### src/gcma_pkg.sv
`default_nettype none
package gcma_pkg;

  localparam int DEF_MAX_SIDE   = 256;
  localparam int DEF_COUNT_BITS = 16;
  localparam int COORD_W        = 32;
  localparam int STEP_W         = 31;
  localparam int SIDE_CFG_W     = 9;
  localparam int CFG_IDX_W      = 8;
  localparam int CFG_DATA_W     = 32;

  localparam logic [STEP_W-1:0]     STEP_RESET = STEP_W'(65536);
  localparam logic [SIDE_CFG_W-1:0] SIDE_RESET = SIDE_CFG_W'(255);

  typedef enum logic [CFG_IDX_W-1:0] {
    CFG_ORIGIN_X = 8'd0,
    CFG_ORIGIN_Y = 8'd1,
    CFG_STEP     = 8'd2,
    CFG_SIDE     = 8'd3
  } cfg_idx_t;

  typedef enum logic [1:0] {
    REQ_ADD    = 2'd0,
    REQ_GET_PT = 2'd1,
    REQ_GET_CR = 2'd2,
    REQ_NONE   = 2'd3
  } req_t;

  typedef enum logic [1:0] {
    RES_OK      = 2'd0,
    RES_OUTSIDE = 2'd1,
    RES_EMPTY   = 2'd2,
    RES_FULL    = 2'd3
  } res_t;

  typedef enum logic [3:0] {
    OP_NONE,
    OP_CLEAR,
    OP_LOAD,
    OP_CHECK,
    OP_EVAL,
    OP_DIVX,
    OP_DIVY,
    OP_INDEX,
    OP_READ,
    OP_UPDATE,
    OP_MINIT,
    OP_MDIV,
    OP_ROUND
  } dp_op_t;

  typedef struct packed {
    dp_op_t     op;
    logic       out_load;
    logic [1:0] res_code;
  } dp_cmd_t;

  typedef struct packed {
    logic in_grid;
    logic is_add;
    logic is_point;
    logic cnt_last;
    logic clr_last;
    logic full;
    logic empty;
  } dp_sts_t;

endpackage
`default_nettype wire

### src/gcma_ctrl.sv
`default_nettype none
module gcma_ctrl (
  input  wire                clk,
  input  wire                rst_n,
  input  wire                in_valid,
  output logic               in_ready,
  output logic               out_valid,
  input  wire                out_ready,
  input  gcma_pkg::dp_sts_t  sts,
  output gcma_pkg::dp_cmd_t  cmd
);
  import gcma_pkg::*;

  typedef enum logic [3:0] {
    S_CLEAR,
    S_IDLE,
    S_CHECK,
    S_EVAL,
    S_DIVX,
    S_DIVY,
    S_INDEX,
    S_READ,
    S_DECIDE,
    S_MDIV,
    S_ROUND,
    S_FIN
  } state_t;

  state_t     state_r, state_nxt;
  logic       out_valid_r, out_valid_nxt;
  logic [1:0] code_r, code_nxt;

  always_comb begin
    state_nxt    = state_r;
    code_nxt     = code_r;
    cmd.op       = OP_NONE;
    cmd.out_load = 1'b0;
    cmd.res_code = code_r;
    case (state_r)
      S_CLEAR: begin
        cmd.op = OP_CLEAR;
        if (sts.clr_last) state_nxt = S_IDLE;
      end
      S_IDLE: begin
        if (in_valid) begin
          cmd.op    = OP_LOAD;
          state_nxt = S_CHECK;
        end
      end
      S_CHECK: begin
        cmd.op    = OP_CHECK;
        state_nxt = S_EVAL;
      end
      S_EVAL: begin
        cmd.op = OP_EVAL;
        if (!sts.in_grid) begin
          code_nxt  = RES_OUTSIDE;
          state_nxt = S_FIN;
        end else if (sts.is_point) begin
          state_nxt = S_DIVX;
        end else begin
          state_nxt = S_INDEX;
        end
      end
      S_DIVX: begin
        cmd.op = OP_DIVX;
        if (sts.cnt_last) state_nxt = S_DIVY;
      end
      S_DIVY: begin
        cmd.op = OP_DIVY;
        if (sts.cnt_last) state_nxt = S_INDEX;
      end
      S_INDEX: begin
        cmd.op    = OP_INDEX;
        state_nxt = S_READ;
      end
      S_READ: begin
        cmd.op    = OP_READ;
        state_nxt = S_DECIDE;
      end
      S_DECIDE: begin
        if (sts.is_add) begin
          state_nxt = S_FIN;
          if (sts.full) begin
            code_nxt = RES_FULL;
          end else begin
            cmd.op   = OP_UPDATE;
            code_nxt = RES_OK;
          end
        end else if (sts.empty) begin
          code_nxt  = RES_EMPTY;
          state_nxt = S_FIN;
        end else begin
          cmd.op    = OP_MINIT;
          state_nxt = S_MDIV;
        end
      end
      S_MDIV: begin
        cmd.op = OP_MDIV;
        if (sts.cnt_last) state_nxt = S_ROUND;
      end
      S_ROUND: begin
        cmd.op    = OP_ROUND;
        code_nxt  = RES_OK;
        state_nxt = S_FIN;
      end
      S_FIN: begin
        if (!out_valid_r || out_ready) begin
          cmd.out_load = 1'b1;
          state_nxt    = S_IDLE;
        end
      end
      default: state_nxt = S_IDLE;
    endcase
  end

  always_comb begin
    if (cmd.out_load) begin
      out_valid_nxt = 1'b1;
    end else if (out_ready) begin
      out_valid_nxt = 1'b0;
    end else begin
      out_valid_nxt = out_valid_r;
    end
  end

  always_ff @(posedge clk) begin
    if (!rst_n) begin
      state_r     <= S_CLEAR;
      out_valid_r <= 1'b0;
      code_r      <= RES_OUTSIDE;
    end else begin
      state_r     <= state_nxt;
      out_valid_r <= out_valid_nxt;
      code_r      <= code_nxt;
    end
  end

  assign in_ready  = (state_r == S_IDLE);
  assign out_valid = out_valid_r;

  a_one_in_flight: assert property (@(posedge clk) disable iff (!rst_n)
    in_valid && in_ready |=> !in_ready)
    else $error("second request taken while one is in flight");

  a_result_from_fin: assert property (@(posedge clk) disable iff (!rst_n)
    $rose(out_valid) |-> $past(state_r == S_FIN))
    else $error("result shown without finishing a request");

  a_update_legal: assert property (@(posedge clk) disable iff (!rst_n)
    cmd.op == OP_UPDATE |-> sts.is_add && !sts.full)
    else $error("store update on a full cell or non-add request");

endmodule
`default_nettype wire

### config.mk
export PLATFORM = sky130hd
export DESIGN_NAME = gcma_ctrl
export DESIGN_NICKNAME = d
export VERILOG_FILES = /design/src/gcma_pkg.sv /design/src/gcma_ctrl.sv
export SDC_FILE = /design/constraint.sdc
export NUM_CORES = 1
export LEC_CHECK = 0
export ABC_CLOCK_PERIOD_IN_PS = 1400
export CAP_MARGIN = 40
export CORE_AREA = 2 2 41 43
export DETAILED_ROUTE_END_ITERATION = 16
export DIE_AREA = 0 0 43 45
export DONT_BUFFER_PORTS = 1
export PLACE_DENSITY_LB_ADDON = 0.05
export SLEW_MARGIN = 5
export SYNTH_ARGS = -nofsm -noshare
export SYNTH_HDL_FRONTEND = slang
export SYNTH_SLANG_ARGS = --single-unit
### constraint.sdc
create_clock -name clk -period 1.4 [get_ports clk]
set_input_delay 0.14 -clock clk [delete_from_list [all_inputs] [get_ports clk]]
set_output_delay 0.14 -clock clk [all_outputs]
set_load 0.02 [all_outputs]
==> results.tsv <==
metric	value	unit
place_inst	119	
critPathTopFamily	flip-flops	
worstSetupEndpointType	primary output	
grt_usage	22.67	%
insertion_delay	260	ps
cts_tree	done	
synth_compound_area_share	36.80	%
wl	2131	um
met3WireLength	92	um
dieHeight	45	um
area_growth	56.26	%
tns	-208.3	ps
drt-met1-wl	882	um
rsz0062_at_grt	yes	
maxCapViolations	0	
grt_max_degree	11	
crit_type	flip-flop to primary output	
leakage	0.4182	nW
power.total	0.6481	mW
max_stage_delay	390	ps
seq_area_frac_synth	21.58	%
fin_crit_sh	105.1	%
viasPerCell	5.910	
cts_buffer_depth	2	
tightest_slew	322.1	ps
synth-async-reset-ratio	0	%
cts_buffers	3	
postRouteAntennaNets	0	
wl_met2	1125	um
clk_pin_slew	60	ps
fillers	124	
post-place-ws	7.455	ps
max_freq	679.4	MHz
synth.area.mux_share	3.083	%
initial_core_util	44.13	%
synth_nets	101	
antenna_found_initial	0	
overflow	0	
yosysWarnings	0	
synth_top_family_by_area	compound AO/OA/AOI/OAI gates	
crit_chain	buf_6 -> inv_2 -> o31ai_2 -> a21oi_1 -> o21ai_1 -> buf_4	
fin_nets	129	
status	finished with violations	
cts-root-buf	clkbuf_4	
portBuffers	0	
clock_skew	4.373	ps
hpwl	1352	um
hold_class	primary input to flip-flop	
power_per_cell_area	638.7	nW/um2
crit_buf_inv	3	
fin_ws	-71.83	ps
wl_per_cell	15.90	um
min_period	1472	ps
ys.flop_type	dfxtp_1	
r2r_setup_slack	-40	ps
syn_area_per_cell	7.215	um2
register_area	155.1	um2
row_count	14	
cts.sinks	7	
grt_pass1_vias	752	
critical_path_required	1260	ps
layout.cells.non_filler	134	
synth_xor_area_share	0	%
first_iter_violations	10	
htreeDepth	1	
synth_seq_cells	7	
setup_viol	6	
drv_slew	0	
cp.arrival	1330	ps
core_area	1471	um2
drcViolationCount	0	
globalplace.congestion	0.8178	
ios	20	
slew_headroom	78.53	%
startpoint_type	flip-flop	
synth-edff-count	0	
synth.distinct_cells	37	
fp.dieW	43	um
dr.pass1.iters	4	
synthSimpleGateAreaFrac	31.02	%
drive_gt1_share	48.72	%
syn_area	649.4	um2
synth_fa_ha_area_share	0	%
dieArea	1935	um2
multi_input_area	535.5	um2
power.ir.vdd_worst	493.0	uV
crit_slowest_cell	dfxtp_4	
mostFrequentLayoutCells	20 x buf_4, 6 x o21ai_1, 6 x a21oi_1, 6 x nand2_1, 6 x buf_6	
top_layer	met4	
cp_max_fo	5	
layout_commonest_cell	buf_4	
violations	negative setup slack	
grt_pass1_wl	3312	um
syn_inst	90	
hold_viol	0	
dr_total_vias	792	
## metal layers
metal	track usage, %	vias to the layer above
met5	0	-
met4	10.30	0
met3	8.000	4
met2	38.48	23
met1	25.79	382
li1	-	383
## repair_timing
| item | CTS | global route |
|---|---|---|
| pin swaps | 9 | 6 |
| buffers inserted | 6 | 4 |
| cloned | 1 | 0 |
| endpoints found under the hold margin | 1 | 0 |
| resized for setup | 27 | 14 |
| endpoints found under the setup margin | 7 | 10 |
| hold buffers | 1 | 0 |
## synthesized netlist by cell type (2+ instances only)
cell type / count / area (um2)
a21oi_1: 8 / 40.04
and2_1: 2 / 12.51
buf_2: 3 / 15.01
clkbuf_1: 2 / 7.510
dfxtp_1: 7 / 140.1
inv_1: 2 / 7.510
mux2i_1: 2 / 20.02
nand2_1: 7 / 26.28
nand2b_1: 3 / 18.77
nand3_1: 2 / 10.01
nor2_1: 5 / 18.77
nor2b_1: 5 / 31.28
nor3b_1: 3 / 22.52
o211ai_1: 3 / 22.52
o21a_1: 3 / 22.52
o21ai_0: 10 / 50.05
o31ai_1: 3 / 22.52
## registers in the layout, summed over array words and instances, names as in the netlist
name	count
code_r	2
out_valid	1
state_r	4
## metrics by stage
step                      instance area [um2]  hold WS, ps  util, %
after global placement                  790.8        217.3    53.74
after CTS                               935.9        8.965    63.61
final                                    1015        9.964    68.96
after detailed placement                790.8        219.1    53.74
after global routing                     1012        20.19    68.79
after floorplan                         649.4        361.8        -
## final cells by class
cell class,count,share of cell area [%]
clock buffer,4,2.589
tap,16,1.973
sequential,7,15.29
antenna,1,0.2466
multi-input combinational,74,52.77
timing repair buffer,30,26.39
inverter,2,0.7398
## worst paths after layout
path	startpoint	to	depth (start not counted)
setup reg to reg	state_r[2]	state_r[0]	5
hold reg to reg	out_valid	out_valid	2
setup / recovery	state_r[3]	cmd[4]	6
hold / removal	rst_n	state_r[0]	1
## report_power, final
group	internal [mW]	switching [mW]
Combinational	0.132	0.112
Clock	0.109	0.0831
Sequential	0.203	0.00948
Total	0.444	0.204
## cells by family after synthesis
| kind of cell | Yosys count |
|---|---|
| and+or+nand+nor | 36 |
| DFF | 7 |
| buffers and inverters | 9 |
| AOI/OAI and AO/OA | 36 |
| muxes | 2 |
Note: power is estimated with default switching activity, not from simulation.
